<file path="config.mk">
export PLATFORM = sky130hd
export DESIGN_NAME = bounded_deque_with_search_unit
export DESIGN_NICKNAME = d
export VERILOG_FILES = /design/src/rtl/bdqs_pkg.sv /design/src/rtl/bdqs_cell.sv /design/src/rtl/bounded_deque_with_search_unit.sv
export SDC_FILE = /design/constraint.sdc
export NUM_CORES = 2
export LEC_CHECK = 0
export BUFFER_PORTS_ARGS = -buffer_cell sky130_fd_sc_hd__buf_4
export CORE_MARGIN = 4
export CORE_UTILIZATION = 58
export CTS_BUF_LIST = sky130_fd_sc_hd__clkbuf_8
export CTS_CLUSTER_DIAMETER = 50
export DETAILED_ROUTE_END_ITERATION = 10
export PLACE_DENSITY_LB_ADDON = 0.2
export SLEW_MARGIN = 0
export SYNTH_ARGS = -nofsm -noshare
export SYNTH_HDL_FRONTEND = slang
export SYNTH_SLANG_ARGS = --single-unit
</file>
<file path="constraint.sdc">
create_clock -name clk_i -period 7.9 [get_ports clk_i]
set_input_delay 1.185 -clock clk_i [delete_from_list [all_inputs] [get_ports clk_i]]
set_output_delay 1.185 -clock clk_i [all_outputs]
set_load 0.02 [all_outputs]
</file>
<file path="src/rtl/bdqs_pkg.sv">
// Shared types and codes for the bounded deque with search.
package bdqs_pkg;

  // Request codes
  typedef enum logic [2:0] {
    OP_PUSH_FRONT = 3'd0,
    OP_PUSH_BACK  = 3'd1,
    OP_POP_FRONT  = 3'd2,
    OP_QUERY      = 3'd3,
    OP_CLEAR      = 3'd4
  } op_e;

  // Result status codes
  typedef enum logic [1:0] {
    ST_OK    = 2'd0,
    ST_EMPTY = 2'd1,
    ST_FULL  = 2'd2
  } status_e;

  // Broadcast control from the top level to every cell
  typedef struct packed {
    logic accept;      // an item is taken this cycle
    logic shift_back;  // accepted push at the front: every word moves one cell back
    logic shift_front; // accepted pop at the front: every word moves one cell forward
    logic search;      // membership query: each held cell compares its word
  } cell_ctrl_t;

endpackage

</file>
<file path="src/rtl/bdqs_cell.sv">
// One cell of the deque chain: holds one word and compares it on a query.
module bdqs_cell import bdqs_pkg::*; #(
  parameter int DATA_WIDTH = 32
) (
  input  logic                  clk_i,
  input  logic                  rst_ni,
  input  cell_ctrl_t            ctrl_i,
  input  logic                  load_i,   // push at the back lands in this cell
  input  logic                  held_i,   // this cell holds a word of the sequence
  input  logic [DATA_WIDTH-1:0] value_i,
  input  logic [DATA_WIDTH-1:0] front_nb_i, // word of the neighbor toward the front
  input  logic [DATA_WIDTH-1:0] back_nb_i,  // word of the neighbor toward the back
  output logic [DATA_WIDTH-1:0] data_o,
  output logic                  hit_o
);

  logic [DATA_WIDTH-1:0] data_q, data_d;
  logic                  hit_q, hit_d;

  // Word movement along the chain
  always_comb begin
    data_d = data_q;
    if (ctrl_i.shift_back) begin
      data_d = front_nb_i;
    end else if (ctrl_i.shift_front) begin
      data_d = back_nb_i;
    end else if (load_i) begin
      data_d = value_i;
    end
  end

  // Compare result for the item just taken
  always_comb begin
    hit_d = hit_q;
    if (ctrl_i.accept) begin
      hit_d = ctrl_i.search && held_i && (data_q == value_i);
    end
  end

  always_ff @(posedge clk_i) begin
    data_q <= data_d;
  end

  always_ff @(posedge clk_i or negedge rst_ni) begin
    if (!rst_ni) begin
      hit_q <= 1'b0;
    end else begin
      hit_q <= hit_d;
    end
  end

  assign data_o = data_q;
  assign hit_o  = hit_q;

endmodule

</file>
<file path="src/rtl/bounded_deque_with_search_unit.sv">
// Top level of the bounded deque with search: control, cell chain and result stages.
// Each accepted item passes through the compare stage and then the result stage.
// Throughput: one item per cycle while the result stage is not stalled; the cell chain updates
// when an item is accepted and the OR over the per-cell compare flags is taken in the compare stage.
// Reset: the deque is empty and both stages are empty; cell words are undefined until written.
module bounded_deque_with_search_unit import bdqs_pkg::*; #(
  parameter int DEPTH      = 16,
  parameter int DATA_WIDTH = 32,
  localparam int CW        = $clog2(DEPTH + 1)
) (
  input  logic                  clk_i,
  input  logic                  rst_ni,
  input  logic                  in_valid_i,
  output logic                  in_stall_o,
  input  logic [2:0]            op_i,
  input  logic [DATA_WIDTH-1:0] value_i,
  output logic                  out_valid_o,
  input  logic                  out_stall_i,
  output logic [DATA_WIDTH-1:0] popped_value_o,
  output logic                  found_o,
  output logic [1:0]            status_o,
  output logic [CW-1:0]         count_o,
  output logic [DATA_WIDTH-1:0] front_value_o,
  output logic [DATA_WIDTH-1:0] back_value_o
);

  // Chain wiring
  logic [DATA_WIDTH-1:0] cell_data [DEPTH];
  logic [DEPTH-1:0]      cell_hit;
  logic [DEPTH-1:0]      cell_load;
  logic [DEPTH-1:0]      cell_held;
  cell_ctrl_t            ctrl;

  // Deque state
  logic [CW-1:0]         count_q, count_d;
  logic [DATA_WIDTH-1:0] back_q, back_d;

  // Compare stage
  logic                  s1_valid_q, s1_valid_d;
  logic [DATA_WIDTH-1:0] s1_popped_q, s1_popped_d;
  logic [1:0]            s1_status_q, s1_status_d;
  logic [CW-1:0]         s1_count_q;
  logic [DATA_WIDTH-1:0] s1_front_q, s1_front_d;
  logic [DATA_WIDTH-1:0] s1_back_q, s1_back_d;

  // Result stage
  logic                  out_valid_q, out_valid_d;
  logic [DATA_WIDTH-1:0] out_popped_q;
  logic                  out_found_q;
  logic [1:0]            out_status_q;
  logic [CW-1:0]         out_count_q;
  logic [DATA_WIDTH-1:0] out_front_q;
  logic [DATA_WIDTH-1:0] out_back_q;

  logic in_accept, out_adv, is_empty, is_full, append_ok;

  // Handshake
  assign out_adv    = s1_valid_q && !(out_valid_q && out_stall_i);
  assign in_stall_o = s1_valid_q && !out_adv;
  assign in_accept  = in_valid_i && !in_stall_o;
  assign s1_valid_d  = in_accept || (s1_valid_q && !out_adv);
  assign out_valid_d = out_adv || (out_valid_q && out_stall_i);

  assign is_empty = (count_q == '0);
  assign is_full  = (count_q == CW'(DEPTH));

  // Request decode and next state
  always_comb begin
    ctrl         = '0;
    ctrl.accept  = in_accept;
    append_ok    = 1'b0;
    count_d      = count_q;
    back_d       = back_q;
    s1_popped_d  = '0;
    s1_status_d  = ST_OK;
    s1_front_d   = is_empty ? '0 : cell_data[0];
    case (op_i)
      OP_PUSH_FRONT: begin
        if (is_full) begin
          s1_status_d = ST_FULL;
        end else begin
          ctrl.shift_back = in_accept;
          count_d         = count_q + CW'(1);
          s1_front_d      = value_i;
          if (is_empty) begin
            back_d = value_i;
          end
        end
      end
      OP_PUSH_BACK: begin
        if (is_full) begin
          s1_status_d = ST_FULL;
        end else begin
          append_ok = in_accept;
          count_d   = count_q + CW'(1);
          back_d    = value_i;
          if (is_empty) begin
            s1_front_d = value_i;
          end
        end
      end
      OP_POP_FRONT: begin
        if (is_empty) begin
          s1_status_d = ST_EMPTY;
        end else begin
          ctrl.shift_front = in_accept;
          count_d          = count_q - CW'(1);
          s1_popped_d      = cell_data[0];
          s1_front_d       = (count_q == CW'(1)) ? '0 : cell_data[1];
        end
      end
      OP_QUERY: begin
        ctrl.search = 1'b1;
      end
      OP_CLEAR: begin
        count_d    = '0;
        s1_front_d = '0;
      end
      default: begin
      end
    endcase
    s1_back_d = (count_d == '0) ? '0 : back_d;
  end

  // Cell chain
  for (genvar i = 0; i < DEPTH; i++) begin : g_cell
    assign cell_held[i] = (CW'(i) < count_q);
    assign cell_load[i] = append_ok && (count_q == CW'(i));

    if (i == 0) begin : g_first
      if (DEPTH > 1) begin : g_more
        bdqs_cell #(.DATA_WIDTH(DATA_WIDTH)) u_cell (
          .clk_i, .rst_ni, .ctrl_i(ctrl), .load_i(cell_load[i]), .held_i(cell_held[i]),
          .value_i, .front_nb_i(value_i), .back_nb_i(cell_data[i+1]),
          .data_o(cell_data[i]), .hit_o(cell_hit[i])
        );
      end else begin : g_single
        bdqs_cell #(.DATA_WIDTH(DATA_WIDTH)) u_cell (
          .clk_i, .rst_ni, .ctrl_i(ctrl), .load_i(cell_load[i]), .held_i(cell_held[i]),
          .value_i, .front_nb_i(value_i), .back_nb_i(cell_data[i]),
          .data_o(cell_data[i]), .hit_o(cell_hit[i])
        );
      end
    end else if (i == DEPTH - 1) begin : g_last
      bdqs_cell #(.DATA_WIDTH(DATA_WIDTH)) u_cell (
        .clk_i, .rst_ni, .ctrl_i(ctrl), .load_i(cell_load[i]), .held_i(cell_held[i]),
        .value_i, .front_nb_i(cell_data[i-1]), .back_nb_i(cell_data[i]),
        .data_o(cell_data[i]), .hit_o(cell_hit[i])
      );
    end else begin : g_mid
      bdqs_cell #(.DATA_WIDTH(DATA_WIDTH)) u_cell (
        .clk_i, .rst_ni, .ctrl_i(ctrl), .load_i(cell_load[i]), .held_i(cell_held[i]),
        .value_i, .front_nb_i(cell_data[i-1]), .back_nb_i(cell_data[i+1]),
        .data_o(cell_data[i]), .hit_o(cell_hit[i])
      );
    end
  end

  // Control registers
  always_ff @(posedge clk_i or negedge rst_ni) begin
    if (!rst_ni) begin
      count_q     <= '0;
      s1_valid_q  <= 1'b0;
      out_valid_q <= 1'b0;
    end else begin
      s1_valid_q  <= s1_valid_d;
      out_valid_q <= out_valid_d;
      if (in_accept) begin
        count_q <= count_d;
      end
    end
  end

  // Payload registers
  always_ff @(posedge clk_i) begin
    if (in_accept) begin
      back_q      <= back_d;
      s1_popped_q <= s1_popped_d;
      s1_status_q <= s1_status_d;
      s1_count_q  <= count_d;
      s1_front_q  <= s1_front_d;
      s1_back_q   <= s1_back_d;
    end
    if (out_adv) begin
      out_popped_q <= s1_popped_q;
      out_found_q  <= |cell_hit;
      out_status_q <= s1_status_q;
      out_count_q  <= s1_count_q;
      out_front_q  <= s1_front_q;
      out_back_q   <= s1_back_q;
    end
  end

  assign out_valid_o    = out_valid_q;
  assign popped_value_o = out_popped_q;
  assign found_o        = out_found_q;
  assign status_o       = out_status_q;
  assign count_o        = out_count_q;
  assign front_value_o  = out_front_q;
  assign back_value_o   = out_back_q;

endmodule

</file>
## Word-level counts from Yosys, hierarchy flattened

Index checks and enable logic that the tools add are counted.

| storage, ports and cells | value |
|---|---|
| register bits after elaboration | 774 |
| bits of input ports | 39 |
| output and inout bits | 106 |
| word-level logic and storage cells | 252 |

| cells by class | value |
|---|---|
| equal/unequal tests | 37 |
| magnitude comparators | 16 |
| add/subtract/negate cells | 2 |
| reduce and logical (&&, ||, !) cells | 79 |
| mux-type cells | 71 |

Operators with widths:

| cell | number |
|---|---|
| 32-bit two-way mux | 57 |
| 32-bit equality test | 16 |
| 32-bit one-hot mux with 4 select lines | 1 |
| 32-bit one-hot mux with 2 select lines | 1 |
| 1-bit logical AND | 52 |
| 3-bit nonzero test | 15 |
| 5-bit by 4-bit equality test with 1-bit output, second input constant | 8 |
| 4-bit by 5-bit less-than comparator with 1-bit output, first input constant | 8 |
| 5-bit by 3-bit equality test with 1-bit output, second input constant | 4 |
| 3-bit by 5-bit less-than comparator with 1-bit output, first input constant | 4 |
| 16-bit OR reduction | 1 |
| 5-bit one-hot mux with 3 select lines | 1 |
| 5-bit by 2-bit equality test with 1-bit output, second input constant | 2 |
| 5-bit logical NOT | 2 |
| 1-bit by 5-bit less-than comparator with 1-bit output, first input constant | 2 |
| 2-bit by 5-bit less-than comparator with 1-bit output, first input constant | 2 |
| 5-bit two-way mux | 2 |
| 1-bit two-way mux | 7 |
| 3-bit by 2-bit equality test with 1-bit output, second input constant | 2 |
| 5-bit by 1-bit adder with 5-bit output, second input constant | 1 |
| 5-bit by 1-bit equality test with 1-bit output, second input constant | 1 |
| 5-bit equality test, second input constant | 1 |
| 5-bit by 1-bit subtractor with 5-bit output, second input constant | 1 |
| 2-bit one-hot mux with 2 select lines | 1 |
| 10 further kinds | 13 |

## Longest topological paths before layout

| depth | value |
|---|---|
| word-level depth | 13 |
| depth in mapped cells | 12 |
| mapped depth without buffers | 7 |

## Hierarchy

Synthesis repeated with hierarchy kept, for this count alone.

| unflattened totals | value |
|---|---|
| cells, all modules | 3668 |
| area total of the unflattened synthesis | 42482.0 um^2 |

Modules (own cells, without submodules):

| module | area an instance (um^2) | cells each | sequential area each (um^2) | times used |
|---|---|---|---|---|
| bdqs_cell | 2010.7 | 187 | 985.9 | 16 |
| bounded_deque_with_search_unit | 10311.1 | 676 | 7352.1 | 1 |

## Worst setup path after synthesis

Ideal clock, no wire load.

| timing | value |
|---|---|
| path type | input to register |
| start point | input out_stall_i |
| end point | register out_back_q[0] (netlist: back_value_o[0]) (enable) |
| library setup time | 726 ps |
| buffers on the path | 0 |
| stages on the path | 1 |
| setup slack | -1510 ps |
| required time | 7174 ps |
| data arrival time | 8684 ps |
| cell sequence | a21boi_0 |

| on the way | value |
|---|---|
| longest elaborated chain between the ends | 3 |

RTL lines:

| what | line | source |
|---|---|---|
| start, declared | bounded_deque_with_search_unit.sv:18 | `input logic out_stall_i,` |
| 1-bit logical AND | bounded_deque_with_search_unit.sv:58 | `assign out_adv = s1_valid_q && !(out_valid_q && out_stall_i);` |
| 1-bit logical NOT | bounded_deque_with_search_unit.sv:58 |  |
| 1-bit logical AND | bounded_deque_with_search_unit.sv:58 |  |
| end signal, assigned | bounded_deque_with_search_unit.sv:190 | `out_back_q <= s1_back_q;` |
| end, declared | bounded_deque_with_search_unit.sv:53 | `logic [DATA_WIDTH-1:0] out_back_q;` |

No other way between the ends.
A chain may end at the register's enable or synchronous reset.

## Worst setup path in the final report

| timing | value |
|---|---|
| start point | input out_stall_i |
| end point | register g_cell[6].g_mid.u_cell.data_q[27] (data pin) |

| on the way | value |
|---|---|
| longest elaborated chain between the ends | 11 |
| elaborated cells between the ends (all ways) | 13 |
| classes of those cells | mux: 6; reduce/logical: 7 |

RTL lines:

| what | line | source |
|---|---|---|
| 1-bit logical AND (*) | bounded_deque_with_search_unit.sv:58 |  |
| 1-bit logical NOT (*) | bounded_deque_with_search_unit.sv:58 |  |
| 1-bit logical AND (*) | bounded_deque_with_search_unit.sv:58 |  |
| 1-bit logical NOT (*) | bounded_deque_with_search_unit.sv:59 | `assign in_stall_o = s1_valid_q && !out_adv;` |
| 1-bit logical AND (*) | bounded_deque_with_search_unit.sv:59 |  |
| 1-bit logical NOT (*) | bounded_deque_with_search_unit.sv:60 | `assign in_accept = in_valid_i && !in_stall_o;` |
| 1-bit logical AND (*) | bounded_deque_with_search_unit.sv:60 |  |
| 1-bit two-way mux | bounded_deque_with_search_unit.sv:103 | `if (is_empty) begin` |
| 1-bit two-way mux | bounded_deque_with_search_unit.sv:77 | `case (op_i)` |
| 32-bit two-way mux | bdqs_cell.sv:25 | `end else if (ctrl_i.shift_front) begin` |
| 32-bit two-way mux (*) | bdqs_cell.sv:23 | `if (ctrl_i.shift_back) begin` |
| via g_cell[6].g_mid.u_cell.data_d[27] | bdqs_cell.sv:17 | `logic [DATA_WIDTH-1:0] data_q, data_d;` |
| end signal, assigned | bdqs_cell.sv:41 | `data_q <= data_d;` |
| end, declared | bdqs_cell.sv:17 |  |

Mark *: on every way through the listed nets, which the timed path passes. The rest lies on a longest branch.

==> reports/results.tsv <==
stage	metric	value	unit
power	p_clk_frac	0.327	
sta	worstMarginPinSlew	1.27	ns
route	wl_per_cell	31.4	microns
cells_and_area	fin_util	0.642	
setup_path	slowest_stage	and3_4	
power	total_power	10.4	mW
sta	period_minus_slack	4.71	ns
route	vias	26194	
clock_network	clk_pin_slew	0.06	ns
cells_and_area	fillers	4857	
synthesis	synth_area	37900	sq um
synthesis	yosysWarnings	0	
clock_network	cts_tree	done	
clock_network	ctsHoldBuffers	0	
power	p_int	7.32	mW
setup_path	critPathKind	in2reg	
synthesis	synth.avg_cell_area	13.8	sq um
setup_path	crit_path_end_kind	flip-flop	
placed_design	gp_congestion	0.962	
clock_network	clkLatencyLatePin	0.79	ns
sta	drv_slew	0	
route	vias_per_cell	7.06	
setup_path	crit_buf_inv	3	
floorplanning	core	64600	sq um
placed_design	pre_cts_ws	2.55	ns
global_route	grt_first_pass_wirelength	170000	microns
sta	hold_slack	0.357	ns
setup_path	critPathMaxFanout	226	
sta	rsz0062_at_grt	false	
sta	fin_crit_sh	0.596	
setup_path	timing.rr.start	out_valid_o$_DFF_PN0_	
run	drv_cap	0	
cells_and_area	finalNetCount	2798	
synthesis	ys_async_sr_fraction	0.0297	
synthesis	synth.distinct_cells	66	
synthesis	ys_seq_elements	774	
synthesis	netlist_instances	2736	
route	drc	0	
floorplanning	start_util	0.586	
floorplanning	fp.dieH	264	microns
clock_network	cts_htree_levels	4	
route	drtIter0Drc	4302	
placed_design	hpwlAfterDp	80900	microns
synthesis	ys_dominant_reg_cell	edfxtp_1	
sta	max_freq	212	MHz
sta	hold_violations	0	
setup_path	reg2reg_to	g_cell[6].g_mid.u_cell.data_o[27]$_DFFE_PP_	
power	vdd_drop_max	0.155	mV
power	pwr-share-comb	0.168	
power	p_switching	3.08	mW
synthesis	yosysSeqAreaShare	0.611	
cells_and_area	finalNonFillerCells	3710	
route	ant_nets	0	
sta	maxSlewHeadroom	0.147	
clock_network	cts_setup_buffers	0	
cells_and_area	stdcell_area	41500	sq um
setup_path	crit_start	out_stall_i	
global_route	grt_max_degree	227	
synthesis	synth_top_area_frac	0.595	
power	power_density	251	nW/um^2
synthesis	synth_edf_count	751	
setup_path	cp.required	8.53	ns
global_route	grtUsageTotal	0.327	
floorplanning	die_w	264	microns
floorplanning	fp-row-count	93	
setup_path	ff2ff_setup_slack	3.26	ns
sta	setup_ws	3.19	ns
setup_path	path_cells	buf_4 -> nand3_1 -> nand2_1 -> inv_6 -> and3_4 -> buf_12 -> a221o_1	
placed_design	placed_cell_area	39000	sq um
run_status	status	complete, no violations	
clock_network	cts_root_buf	clkbuf_8	
setup_path	start_kind	primary input	
power	netSwitchingFraction	0.296	
synthesis	yosysMostFrequentCell	edfxtp_1	
clock_network	cts_resized	0	
power	power.leakage	14.5	nW
global_route	first_global_vias	25391	
setup_path	max_stage_delay	1.01	ns
synthesis	synthTopCellsByCount	751 x edfxtp_1, 449 x a221o_1, 298 x xnor2_1, 217 x xor2_1, 215 x nand2_1	
route	first_pass_iters	8	
power	sequentialPowerShare	0.505	
floorplanning	die_area	69500	sq um
sta	worst_clock_skew	0.0274	ns
setup_path	arrival	5.34	ns
global_route	antenna_found_initial	8	
setup_path	rr_worst_depth	6	
synthesis	synth_top_cell_by_area	edfxtp_1	
hold_path	hp-class	in2async	
clock_network	cts_max_path_buffers	3	
floorplanning	io_pins	145	
synthesis	ys_top_cells_by_area	edfxtp_1 60%, a221o_1 12%, xnor2_1 6.9%	
route	wl	116000	microns
placed_design	dpl.cell_count	3477	
clock_network	clock-sinks	774	
global_route	overflow	0	
placed_design	port_buffers	144	
synthesis	synth_fp_nets	2780	
cells_and_area	final_layout_size_suffix_gt1_frac	0.150	
clock_network	cts_buffers	130	
cells_and_area	syn2layout_area_growth	9.49	%
sta	fin_setup_tns	0	ns
sta	setup_viol	0	
setup_path	critical-path-top-delay-family	simple AND/OR/NAND/NOR gates	
-- area by class of cell --
cell class,instances,area (sq um),share of cell area
multi-input cells,1632,13300,0.322
clock buffers,137,1890,0.0455
flip-flops and latches,774,23100,0.558
repair buffers,175,1350,0.0326
clock inverters,93,526,0.0127
diodes,3,7.51,0.000181
well taps,855,1070,0.0258
inverters,41,159,0.00383
-- sequential cells by signal, indices dropped and copies added, names as in the netlist, 2 cells and up --
signal and cells:
g_cell.g_mid.u_cell.data_o 448, back_q 32, back_value_o 32, front_value_o 32, g_cell.g_first.g_more.u_cell.data_o 32, g_cell.g_last.u_cell.data_o 32
popped_value_o 32, s1_back_q 32, s1_front_q 32, s1_popped_q 32, g_cell.g_mid.u_cell.hit_o 14, count_o 5
count_q 5, s1_count_q 5, s1_status_q 2, status_o 2
-- placed cells by master (no fill, tap or decap), types with 20 or more instances in the layout --
cell type,instances
nand4_1,85
clkinv_1,28
edfxtp_1,751
mux2_2,33
nand2_1,215
buf_4,172
a222oi_1,32
nor4_1,70
a21boi_2,20
xnor2_1,298
and3_1,67
inv_1,76
clkbuf_8,137
a221o_1,449
xor2_1,217
dfrtp_1,23
-- logic make-up after synthesis --
group | count (synthesis) | synth area share
adders and majority gates | 5 | 0.00165
DFF | 774 | 0.611
xor gates and xnor gates | 515 | 0.119
muxes | 33 | 0.00981
AOI/OAI and AO/OA | 583 | 0.149
buffers and inverters | 330 | 0.0409
and+or+nand+nor | 496 | 0.0686
-- per-layer routing --
layer	GRT usage	wire length, microns
met5	0	34
met4	0.232	9650
met3	0.0600	12100
met2	0.494	52700
met1	0.430	42000
-- worst max-delay path by stage --
stage,to,slack (ns),cells past startpoint
2_1_floorplan,back_value_o[0]$_DFFE_PP_,1.44,1
3_3_place_gp,g_cell[14].g_mid.u_cell.data_o[15]$_DFFE_PP_,2.62,9
3_5_place_dp,g_cell[5].g_mid.u_cell.data_o[17]$_DFFE_PP_,2.55,8
4_1_cts,g_cell[5].g_mid.u_cell.data_o[4]$_DFFE_PP_,3.36,8
5_1_grt,g_cell[10].g_mid.u_cell.data_o[12]$_DFFE_PP_,3.08,7
6_report,g_cell[6].g_mid.u_cell.data_o[27]$_DFFE_PP_,3.19,7
-- worst register-to-register path, cell delays in order, from the launching register on --
cell and delay [ns]:
dfrtp_1 0.43, nand3_1 0.21, nand2_1 0.67, inv_6 0.82, and3_4 1.01, buf_12 0.76, a221o_1 0.61
-- power by group through the flow --
stage	registers [mW]	logic, mW	clock network [mW]
6_report	5.25	1.75	3.40
3_5_place_dp	5.33	1.71	0
4_1_cts	5.24	1.72	3.43
2_1_floorplan	5.30	1.16	0
5_1_grt	5.28	1.84	3.64
3_3_place_gp	5.31	1.67	0
No activity file was read; power rests on OpenSTA's default activity.
